<file path="config.mk">
export PLATFORM = sky130hd
export DESIGN_NAME = volume_priority_stack
export DESIGN_NICKNAME = d
export VERILOG_FILES = /design/src/hdl/vps_pkg.sv /design/src/hdl/vps_ram.sv /design/src/hdl/vps_core.sv /design/src/hdl/vps_obuf.sv /design/src/hdl/volume_priority_stack.sv
export SDC_FILE = /design/constraint.sdc
export NUM_CORES = 1
export LEC_CHECK = 0
export BUFFER_PORTS_ARGS = -buffer_cell sky130_fd_sc_hd__buf_2
export CAP_MARGIN = 20
export CORE_MARGIN = 4
export CORE_UTILIZATION = 40
export CTS_CLUSTER_DIAMETER = 80
export DETAILED_ROUTE_END_ITERATION = 12
export GPL_TIMING_DRIVEN = 0
export PLACE_DENSITY = 0.68
export SYNTH_ARGS = -nofsm -noshare
export SYNTH_HDL_FRONTEND = slang
export SYNTH_SLANG_ARGS = --single-unit
export TNS_END_PERCENT = 5
</file>
<file path="constraint.sdc">
create_clock -name clk -period 4.8 [get_ports clk]
set_input_delay 0.24 -clock clk [delete_from_list [all_inputs] [get_ports clk]]
set_output_delay 0.24 -clock clk [all_outputs]
set_load 0.01 [all_outputs]
</file>
<file path="src/hdl/vps_pkg.sv">
// Shared constants and types of the volume priority stack.
`default_nettype none
package vps_pkg;

  // List depth and derived widths
  localparam int MAX_VOLUMES = 8;
  localparam int CNT_W       = $clog2(MAX_VOLUMES + 1);
  localparam int IDX_W       = (MAX_VOLUMES > 1) ? $clog2(MAX_VOLUMES) : 1;
  localparam int ID_W        = 8;
  localparam int PRIO_W      = 16;
  localparam int LIST_W      = 4;
  localparam logic [CNT_W-1:0] MAX_CNT = CNT_W'(MAX_VOLUMES);

  // Configuration port
  localparam int CFG_IDX_W  = 1;
  localparam int CFG_DATA_W = 8;
  localparam logic [CFG_IDX_W-1:0] CFG_DEFAULT_VALID = 1'b0;
  localparam logic [CFG_IDX_W-1:0] CFG_DEFAULT_ID    = 1'b1;

  // Item kinds
  localparam logic KIND_SCATTER = 1'b0;
  localparam logic KIND_HIT     = 1'b1;

  typedef struct packed {
    logic [ID_W-1:0]          id;
    logic signed [PRIO_W-1:0] prio;
  } entry_t;

  typedef struct packed {
    logic                     kind;
    logic                     volume_scatter;
    logic                     transmit;
    logic                     into_object;
    logic                     null_material;
    logic                     interior_valid;
    logic [ID_W-1:0]          interior_id;
    logic signed [PRIO_W-1:0] interior_priority;
    logic                     exterior_valid;
    logic [ID_W-1:0]          exterior_id;
  } item_t;

  typedef struct packed {
    logic            default_valid;
    logic [ID_W-1:0] default_id;
  } cfg_t;

  typedef struct packed {
    logic              continue_trace;
    logic              hit_interior_valid;
    logic [ID_W-1:0]   hit_interior_id;
    logic              hit_exterior_valid;
    logic [ID_W-1:0]   hit_exterior_id;
    logic              current_valid;
    logic [ID_W-1:0]   current_id;
    logic              scattered_start;
    logic [LIST_W-1:0] list_count;
  } result_t;

  typedef struct packed {
    logic             we;
    logic [IDX_W-1:0] waddr;
    entry_t           wdata;
    logic [IDX_W-1:0] raddr;
  } ram_req_t;

endpackage
`default_nettype wire

</file>
<file path="src/hdl/vps_ram.sv">
// Generic simple dual-port RAM with one registered read port.
`default_nettype none
module vps_ram #(
  parameter int  DEPTH  = 8,
  parameter int  WIDTH  = 8,
  localparam int ADDR_W = (DEPTH > 1) ? $clog2(DEPTH) : 1
) (
  input  logic              clk,
  input  logic              we,
  input  logic [ADDR_W-1:0] waddr,
  input  logic [WIDTH-1:0]  wdata,
  input  logic [ADDR_W-1:0] raddr,
  output logic [WIDTH-1:0]  rdata
);

  logic [WIDTH-1:0] mem [DEPTH];

  // Write port
  always_ff @(posedge clk) begin
    if (we) begin
      mem[waddr] <= wdata;
    end
  end

  // Registered read port
  always_ff @(posedge clk) begin
    rdata <= mem[raddr];
  end

endmodule
`default_nettype wire

</file>
<file path="src/hdl/vps_core.sv">
// Sequencer of the volume priority stack: push, scan with compaction, result.
`default_nettype none
module vps_core (
  input  logic              clk,
  input  logic              rst_n,
  input  logic              in_valid,
  output logic              in_stall,
  input  vps_pkg::item_t    item,
  input  vps_pkg::cfg_t     cfg,
  output vps_pkg::ram_req_t ram_req,
  input  vps_pkg::entry_t   ram_rdata,
  output logic              res_valid,
  input  logic              res_ready,
  output vps_pkg::result_t  res
);
  import vps_pkg::*;

  typedef enum logic [1:0] {S_IDLE, S_EXEC, S_SCAN, S_DONE} state_t;

  state_t                   state_r, state_nxt;
  item_t                    item_r, item_nxt;
  logic [CNT_W-1:0]         count_r, count_nxt;
  logic                     cur_present_r, cur_present_nxt;
  logic [ID_W-1:0]          cur_ident_r, cur_ident_nxt;
  logic signed [PRIO_W-1:0] cur_prio_r, cur_prio_nxt;
  logic                     scatter_r, scatter_nxt;
  logic [CNT_W-1:0]         rd_idx_r, rd_idx_nxt;
  logic [CNT_W-1:0]         wr_idx_r, wr_idx_nxt;
  logic                     pend_r, pend_nxt;
  logic                     found_r, found_nxt;
  logic                     bp_r, bp_nxt;
  logic [ID_W-1:0]          bid_r, bid_nxt;
  logic signed [PRIO_W-1:0] best_r, best_nxt;

  logic            is_remove;
  logic            sim_present;
  logic [ID_W-1:0] sim_id;

  assign is_remove = (item_r.kind == KIND_SCATTER);
  assign in_stall  = (state_r != S_IDLE);

  // Sequence the item through execute, scan and result
  always_comb begin
    state_nxt       = state_r;
    item_nxt        = item_r;
    count_nxt       = count_r;
    cur_present_nxt = cur_present_r;
    cur_ident_nxt   = cur_ident_r;
    cur_prio_nxt    = cur_prio_r;
    scatter_nxt     = scatter_r;
    rd_idx_nxt      = rd_idx_r;
    wr_idx_nxt      = wr_idx_r;
    pend_nxt        = pend_r;
    found_nxt       = found_r;
    bp_nxt          = bp_r;
    bid_nxt         = bid_r;
    best_nxt        = best_r;
    ram_req.we      = 1'b0;
    ram_req.waddr   = wr_idx_r[IDX_W-1:0];
    ram_req.wdata   = ram_rdata;
    ram_req.raddr   = rd_idx_r[IDX_W-1:0];
    res_valid       = 1'b0;

    case (state_r)
      S_IDLE: begin
        if (in_valid) begin
          item_nxt  = item;
          state_nxt = S_EXEC;
        end
      end

      S_EXEC: begin
        state_nxt  = S_DONE;
        rd_idx_nxt = '0;
        wr_idx_nxt = '0;
        pend_nxt   = 1'b0;
        found_nxt  = 1'b0;
        bp_nxt     = 1'b0;
        if (item_r.kind == KIND_SCATTER) begin
          if (item_r.volume_scatter) begin
            scatter_nxt = 1'b1;
          end else begin
            scatter_nxt = 1'b0;
            if (item_r.transmit && item_r.interior_valid) begin
              if (item_r.into_object) begin
                // Push at the tail unless the list is full
                if (count_r != MAX_CNT) begin
                  ram_req.we       = 1'b1;
                  ram_req.waddr    = count_r[IDX_W-1:0];
                  ram_req.wdata.id   = item_r.interior_id;
                  ram_req.wdata.prio = item_r.interior_priority;
                  count_nxt        = count_r + 1'b1;
                  if (!cur_present_r ||
                      $signed(item_r.interior_priority) >= cur_prio_r) begin
                    cur_present_nxt = 1'b1;
                    cur_ident_nxt   = item_r.interior_id;
                    cur_prio_nxt    = item_r.interior_priority;
                  end
                end
              end else if (count_r != '0) begin
                state_nxt = S_SCAN;
              end
            end
          end
        end else if (!item_r.into_object && item_r.interior_valid &&
                     count_r != '0) begin
          state_nxt = S_SCAN;
        end
      end

      S_SCAN: begin
        // Issue the next read
        if (rd_idx_r != count_r) begin
          rd_idx_nxt = rd_idx_r + 1'b1;
          pend_nxt   = 1'b1;
        end else begin
          pend_nxt = 1'b0;
        end
        // Consume the entry read last cycle: skip the first match, keep the rest
        if (pend_r) begin
          if (!found_r && ram_rdata.id == item_r.interior_id) begin
            found_nxt = 1'b1;
          end else begin
            if (is_remove) begin
              ram_req.we = 1'b1;
              wr_idx_nxt = wr_idx_r + 1'b1;
            end
            if (!bp_r || $signed(ram_rdata.prio) >= best_r) begin
              bp_nxt   = 1'b1;
              bid_nxt  = ram_rdata.id;
              best_nxt = ram_rdata.prio;
            end
          end
        end
        // Finish: move to the result and, for a removal, commit it
        if (!pend_r && rd_idx_r == count_r) begin
          state_nxt = S_DONE;
          if (is_remove) begin
            cur_present_nxt = bp_r;
            if (bp_r) begin
              cur_ident_nxt = bid_r;
              cur_prio_nxt  = best_r;
            end
            if (found_r) begin
              count_nxt = count_r - 1'b1;
            end
          end
        end
      end

      S_DONE: begin
        res_valid = 1'b1;
        if (res_ready) begin
          state_nxt = S_IDLE;
        end
      end

      default: begin
        state_nxt = S_IDLE;
      end
    endcase
  end

  // Simulated removal: an empty list leaves the current volume
  assign sim_present = (count_r == '0) ? cur_present_r : bp_r;
  assign sim_id      = (count_r == '0) ? cur_ident_r   : bid_r;

  // Build the result word from the updated state
  always_comb begin
    res                 = '0;
    res.current_valid   = cur_present_r;
    res.current_id      = cur_present_r ? cur_ident_r : '0;
    res.scattered_start = scatter_r;
    res.list_count      = LIST_W'(count_r);
    if (item_r.kind == KIND_HIT) begin
      if (item_r.into_object) begin
        // Entering: interior is the stronger of current and material volume
        if (item_r.transmit) begin
          if (!item_r.interior_valid) begin
            res.continue_trace = 1'b1;
          end else if (cur_present_r) begin
            res.continue_trace = (cur_ident_r == item_r.interior_id) ||
                                 (cur_prio_r > $signed(item_r.interior_priority));
          end
        end
        if (item_r.interior_valid) begin
          res.hit_interior_valid = 1'b1;
          res.hit_interior_id =
            (cur_present_r && cur_prio_r > $signed(item_r.interior_priority)) ?
            cur_ident_r : item_r.interior_id;
        end
        if (cur_present_r) begin
          res.hit_exterior_valid = 1'b1;
          res.hit_exterior_id    = cur_ident_r;
        end else if (item_r.exterior_valid) begin
          res.hit_exterior_valid = 1'b1;
          res.hit_exterior_id    = item_r.exterior_id;
        end else if (cfg.default_valid) begin
          res.hit_exterior_valid = 1'b1;
          res.hit_exterior_id    = cfg.default_id;
        end
      end else begin
        // Leaving: exterior is what remains after the simulated removal
        if (item_r.transmit && item_r.null_material && cur_present_r) begin
          res.continue_trace = item_r.interior_valid ?
                               (sim_present && sim_id == cur_ident_r) : 1'b1;
        end
        if (cur_present_r) begin
          res.hit_interior_valid = 1'b1;
          res.hit_interior_id    = cur_ident_r;
        end else if (item_r.interior_valid) begin
          res.hit_interior_valid = 1'b1;
          res.hit_interior_id    = item_r.interior_id;
        end else if (cfg.default_valid) begin
          res.hit_interior_valid = 1'b1;
          res.hit_interior_id    = cfg.default_id;
        end
        if (item_r.interior_valid && sim_present) begin
          res.hit_exterior_valid = 1'b1;
          res.hit_exterior_id    = sim_id;
        end
      end
    end
  end

  // Hold state and scan registers
  always_ff @(posedge clk) begin
    if (!rst_n) begin
      state_r       <= S_IDLE;
      count_r       <= '0;
      cur_present_r <= 1'b0;
      cur_ident_r   <= '0;
      cur_prio_r    <= '0;
      scatter_r     <= 1'b0;
      pend_r        <= 1'b0;
    end else begin
      state_r       <= state_nxt;
      count_r       <= count_nxt;
      cur_present_r <= cur_present_nxt;
      cur_ident_r   <= cur_ident_nxt;
      cur_prio_r    <= cur_prio_nxt;
      scatter_r     <= scatter_nxt;
      pend_r        <= pend_nxt;
    end
    item_r   <= item_nxt;
    rd_idx_r <= rd_idx_nxt;
    wr_idx_r <= wr_idx_nxt;
    found_r  <= found_nxt;
    bp_r     <= bp_nxt;
    bid_r    <= bid_nxt;
    best_r   <= best_nxt;
  end

endmodule
`default_nettype wire

</file>
<file path="src/hdl/vps_obuf.sv">
// Output register that holds one result word until the receiver takes it.
`default_nettype none
module vps_obuf (
  input  logic             clk,
  input  logic             rst_n,
  input  logic             res_valid,
  output logic             res_ready,
  input  vps_pkg::result_t res,
  output logic             out_valid,
  input  logic             out_stall,
  output vps_pkg::result_t out_res
);
  import vps_pkg::*;

  logic    valid_r, valid_nxt;
  result_t data_r, data_nxt;

  assign res_ready = !valid_r || !out_stall;
  assign out_valid = valid_r;
  assign out_res   = data_r;

  // Load a new word when empty or when the held word leaves
  always_comb begin
    data_nxt  = data_r;
    valid_nxt = valid_r && out_stall;
    if (res_valid && res_ready) begin
      data_nxt  = res;
      valid_nxt = 1'b1;
    end
  end

  always_ff @(posedge clk) begin
    if (!rst_n) begin
      valid_r <= 1'b0;
    end else begin
      valid_r <= valid_nxt;
    end
    data_r <= data_nxt;
  end

endmodule
`default_nettype wire

</file>
<file path="src/hdl/volume_priority_stack.sv">
// Top level of the volume priority stack: ports, configuration, entry memory.
// The block keeps a list of up to MAX_VOLUMES entered volumes in a single
// entry memory and tracks the current (highest priority, latest on ties)
// volume. One word is taken at a time. A word that needs no list scan goes
// from the execute state straight to the result state; a removal or an exiting
// hit query with an interior volume and a nonempty list scans the list through
// the memory's one read port before the result. The next word is accepted the
// cycle after the result moves into the output register, so a waiting result
// does not hold off the next word. No clearing pass is needed after reset.
// Configuration writes are always ready.
`default_nettype none
module volume_priority_stack (
  input  logic                                  clk,
  input  logic                                  rst_n,
  input  logic                                  in_valid,
  output logic                                  in_stall,
  input  logic                                  in_kind,
  input  logic                                  in_volume_scatter,
  input  logic                                  in_transmit,
  input  logic                                  in_into_object,
  input  logic                                  in_null_material,
  input  logic                                  in_interior_valid,
  input  logic [vps_pkg::ID_W-1:0]              in_interior_id,
  input  logic signed [vps_pkg::PRIO_W-1:0]     in_interior_priority,
  input  logic                                  in_exterior_valid,
  input  logic [vps_pkg::ID_W-1:0]              in_exterior_id,
  output logic                                  out_valid,
  input  logic                                  out_stall,
  output logic                                  out_continue_trace,
  output logic                                  out_hit_interior_valid,
  output logic [vps_pkg::ID_W-1:0]              out_hit_interior_id,
  output logic                                  out_hit_exterior_valid,
  output logic [vps_pkg::ID_W-1:0]              out_hit_exterior_id,
  output logic                                  out_current_valid,
  output logic [vps_pkg::ID_W-1:0]              out_current_id,
  output logic                                  out_scattered_start,
  output logic [vps_pkg::LIST_W-1:0]            out_list_count,
  input  logic                                  cfg_valid,
  output logic                                  cfg_ready,
  input  logic [vps_pkg::CFG_IDX_W-1:0]         cfg_index,
  input  logic [vps_pkg::CFG_DATA_W-1:0]        cfg_data
);
  import vps_pkg::*;

  cfg_t     cfg_r;
  item_t    item;
  ram_req_t ram_req;
  entry_t   ram_rdata;
  logic     res_valid;
  logic     res_ready;
  result_t  res;
  result_t  out_res;

  // Configuration registers
  assign cfg_ready = 1'b1;

  always_ff @(posedge clk) begin
    if (!rst_n) begin
      cfg_r <= '0;
    end else if (cfg_valid && cfg_ready) begin
      case (cfg_index)
        CFG_DEFAULT_VALID: cfg_r.default_valid <= cfg_data[0];
        CFG_DEFAULT_ID:    cfg_r.default_id    <= cfg_data[ID_W-1:0];
        default: ;
      endcase
    end
  end

  // Gather the input word
  assign item.kind              = in_kind;
  assign item.volume_scatter    = in_volume_scatter;
  assign item.transmit          = in_transmit;
  assign item.into_object       = in_into_object;
  assign item.null_material     = in_null_material;
  assign item.interior_valid    = in_interior_valid;
  assign item.interior_id       = in_interior_id;
  assign item.interior_priority = in_interior_priority;
  assign item.exterior_valid    = in_exterior_valid;
  assign item.exterior_id       = in_exterior_id;

  vps_core u_core (
    .clk       (clk),
    .rst_n     (rst_n),
    .in_valid  (in_valid),
    .in_stall  (in_stall),
    .item      (item),
    .cfg       (cfg_r),
    .ram_req   (ram_req),
    .ram_rdata (ram_rdata),
    .res_valid (res_valid),
    .res_ready (res_ready),
    .res       (res)
  );

  vps_ram #(
    .DEPTH (MAX_VOLUMES),
    .WIDTH ($bits(entry_t))
  ) u_ram (
    .clk   (clk),
    .we    (ram_req.we),
    .waddr (ram_req.waddr),
    .wdata (ram_req.wdata),
    .raddr (ram_req.raddr),
    .rdata (ram_rdata)
  );

  vps_obuf u_obuf (
    .clk       (clk),
    .rst_n     (rst_n),
    .res_valid (res_valid),
    .res_ready (res_ready),
    .res       (res),
    .out_valid (out_valid),
    .out_stall (out_stall),
    .out_res   (out_res)
  );

  // Spread the result word over the output ports
  assign out_continue_trace     = out_res.continue_trace;
  assign out_hit_interior_valid = out_res.hit_interior_valid;
  assign out_hit_interior_id    = out_res.hit_interior_id;
  assign out_hit_exterior_valid = out_res.hit_exterior_valid;
  assign out_hit_exterior_id    = out_res.hit_exterior_id;
  assign out_current_valid      = out_res.current_valid;
  assign out_current_id         = out_res.current_id;
  assign out_scattered_start    = out_res.scattered_start;
  assign out_list_count         = out_res.list_count;

endmodule
`default_nettype wire

</file>
==> run summary <==
critical path endpoint category -> flop
worst-path cell chain -> inv_1 > ha_1 > clkbuf_1 > nand2_1 > a311oi_1 > a22oi_1 > nand2b_1 > nor2_4
Worst setup SP type -> flop
VDD IR max -> 0.000216 V
share of cells above drive strength 1 -> 22.0%
design area -> 0.0186 mm^2
Hold Path Depth -> 3
Die Ht -> 206 um
clock slew seen by the registers of the worst setup and hold paths -> 0.06 ns
Final setup viols -> 0
Yosys top cell area share -> 56.9%
Via Count -> 9175
setup TNS -> 0 ns
cells after synthesis -> 1045
RePlAce Congestion -> 0.887
Synthesized Nets -> 1140
Cell Rows -> 72
core area -> 0.0387 mm^2
Final Cycle Share -> 70.2%
root buf cell -> clkbuf_16
Async S/R FF share, synth -> 0%
Tightest Hold Check Type -> in2reg
status -> finished clean
Static Leakage -> 6.44 nW
CTS tree -> done
Critical-path top delay cell -> nor2_4
Congestion Overflow GR -> 0
H-tree depth -> 2
Die Wd -> 206 um
drt wl/cell -> 20.0 um
area growth from synthesis to layout -> 18.6%
clk_lat worst skew -> 0.53 ns
Worst Path Arrival -> 3.51 ns
Data required, critical path -> 4.94 ns
global-route wire length before repair -> 54300 um
fmax -> 0.297 GHz
Layout Utilization -> 48.0%
worst hold start -> rst_n
R2R depth -> 8
placed instance count -> 1657
synth top area cells -> edfxtp_1 57%, dfxtp_1 8.6%, mux4_2 6.9%, ha_1 3.3%, mux2i_1 3.0%
CP max FO -> 24
Pwr Density -> 566 mW/mm^2
Synth warnings -> 0
CP Launch Point -> u_core.state_r[0]
vias in the first global route -> 9297
RSZ-0062 raised after global routing -> false
Total GRT Usage -> 16.5%
pin count of the biggest net entering global routing -> 29
antenna cells -> 0
minimum clock period -> 3.37 ns
max cap viols -> 0
DRT iter0 DRCs -> 708
1st-pass router iterations -> 5
Min-Delay Endpoint -> u_core.cur_present_r
routed vias/inst -> 5.19
Starting Density -> 40.5%
Net count, final -> 1317
Worst slew margin -> 31.5%
post-synthesis cell type count -> 59
Slowest Stage Delay on Critical Path -> 0.75 ns
EDFF count, synth -> 297
Synth Flop Type -> edfxtp_1
max-slew violations -> 0
final cell count without fillers -> 1768
Clock Skews -> 0.0198 ns
CTS Buffer Depth -> 3
WS Path Type -> reg2reg
sequential area share after synthesis -> 65.5%
post-DP HPWL -> 24000 um
Final Hold Viols -> 0
Mean Syn Cell Area -> 15.0 um^2
initial antenna violation count -> 1
CTS Buf Count -> 36
DRT Wirelength -> 35400 um
post-CTS sizing -> 0
area leader, netlist -> edfxtp_1
fill count -> 3262
Yosys reg bits -> 364
worst slew pin tran -> 1.02 ns
R2R Path End -> u_ram.mem[4][7]
r2r setup slk -> 1.43 ns
worst reg2reg startpoint -> u_core.state_r[0]
drt drc -> 0
Ports -> 89
Die ar. -> 0.0424 mm^2
Post-DRT Antenna Nets -> 0
count of input and output buffers -> 85
Sink Count -> 364
dpl cell area -> 0.0169 mm^2
mapped cell area -> 0.0157 mm^2
setup bufs post-CTS -> 0
-- synthesized netlist by cell type, types with 11 or more instances --
| library cell | n |
|---|---|
| nand2b_1 | 14 |
| mux2i_1 | 47 |
| mux2_2 | 39 |
| edfxtp_1 | 297 |
| nor2_1 | 32 |
| o21ai_0 | 28 |
| clkbuf_1 | 41 |
| buf_2 | 16 |
| and2_1 | 15 |
| dfxtp_1 | 67 |
| o211ai_1 | 20 |
| nand3_1 | 12 |
| xor2_1 | 11 |
| mux4_2 | 48 |
| nand2_1 | 101 |
| a21oi_1 | 16 |
| o221a_1 | 24 |
| xnor2_1 | 24 |
| nor2b_1 | 12 |
| ha_1 | 41 |
| inv_1 | 42 |
-- registers in the layout, indices dropped and copies added (netlist names) --
| name | count |
|---|---|
| u_core.state_r | 2 |
| u_core.pend_r | 1 |
| u_core.scatter_r | 1 |
| u_ram.rdata | 24 |
| u_core.bp_r | 1 |
| u_core.count_r | 4 |
| cfg_r | 9 |
| u_obuf.out_valid | 1 |
| u_core.cur_present_r | 1 |
| u_core.cur_prio_r | 16 |
| u_core.wr_idx_r | 3 |
| u_core.rd_idx_r | 4 |
| u_core.best_r | 16 |
| u_core.found_r | 1 |
| u_ram.mem | 192 |
| u_core.item_r | 39 |
| u_obuf.out_res | 33 |
| u_core.bid_r | 8 |
| u_core.cur_ident_r | 8 |
-- power by group --
part | total [mW] | leakage [nW] | internal (mW) | switching (mW)
registers | 4.38 | 3.26 | 4.12 | 0.258
clock network | 2.85 | 0.581 | 1.71 | 1.14
logic | 3.29 | 2.59 | 1.38 | 1.91
-- kinds of logic after synthesis --
group | count (synthesis) | synth area share [%]
adder cells (fa/ha/maj) | 42 | 3.40
multiplexers | 134 | 12.7
XOR/XNOR | 35 | 1.96
other | 1 | 0.0239
flip-flops | 364 | 65.5
buffers and inverters | 112 | 3.10
AND/OR/NAND/NOR | 216 | 6.53
AO/OA/AOI/OAI | 141 | 6.83
-- worst max path at each step --
stage / endpoint / cells past startpoint / slack (ns)
after floorplan: u_ram.mem[2][0] / 8 / 0.97
after global placement: u_ram.mem[2][7] / 8 / -0.92
after detailed placement: u_ram.mem[4][8] / 8 / 1.44
after CTS: u_ram.mem[4][7] / 8 / 1.41
after global routing: u_ram.mem[0][23] / 8 / 1.14
final: u_ram.mem[4][7] / 8 / 1.43
-- layout by cell type (no fill, tap or decap), drive strengths merged, types with 37 or more instances in the layout --
cell type    count
dfxtp           67
mux2i           47
o21ai           37
edfxtp         297
inv             45
mux4            48
nand2          101
ha              41
buf            122
clkbuf          95
dlygate4sd3     45
mux2            39
-- metal layers --
metal | global-route usage (%) | routed length [um] | vias up
li1 | - | - | 4300
met1 | 22.0 | 15400 | 4548
met2 | 27.9 | 17200 | 273
met3 | 2.67 | 1830 | 52
met4 | 5.01 | 873 | 2
met5 | 0 | 13 | -
-- critical path: cells and delay by family (launching register included) --
family | cells | cell delay (ns)
AO/OA/AOI/OAI | 2 | 0.65
flip-flops | 1 | 0.34
buffers and inverters | 2 | 0.41
AND/OR/NAND/NOR | 3 | 1.23
adder cells (fa/ha/maj) | 1 | 0.33
-- per-stage QoR --
stage                     worst slack [ns]  power (mW)  hold slack (ns)
after floorplan                      0.968        6.71            0.339
after global placement              -0.917        7.56            0.411
after detailed placement              1.44        7.68            0.414
after CTS                             1.41        10.6          0.00999
after global routing                  1.14        11.0           0.0284
final                                 1.43        10.5           0.0421
-- timing repair --
item / 4_1_cts / 5_1_grt
hold buffers: 45 / 0
setup endpoints to repair: 0 / 0
endpoints found under the hold margin: 45 / 0
-- final cells by class --
type,instances,area (um^2),share of cell area [%]
Buffer,69,324,1.74
Clock buffer,54,1030,5.54
Multi-Input combinational cell,569,5000,26.9
Tap cell,518,648,3.49
Inverter,43,161,0.868
Sequential cell,364,10300,55.2
Clock inverter,12,171,0.922
Timing Repair Buffer,139,998,5.37
(Power assumes the default switching activity.)
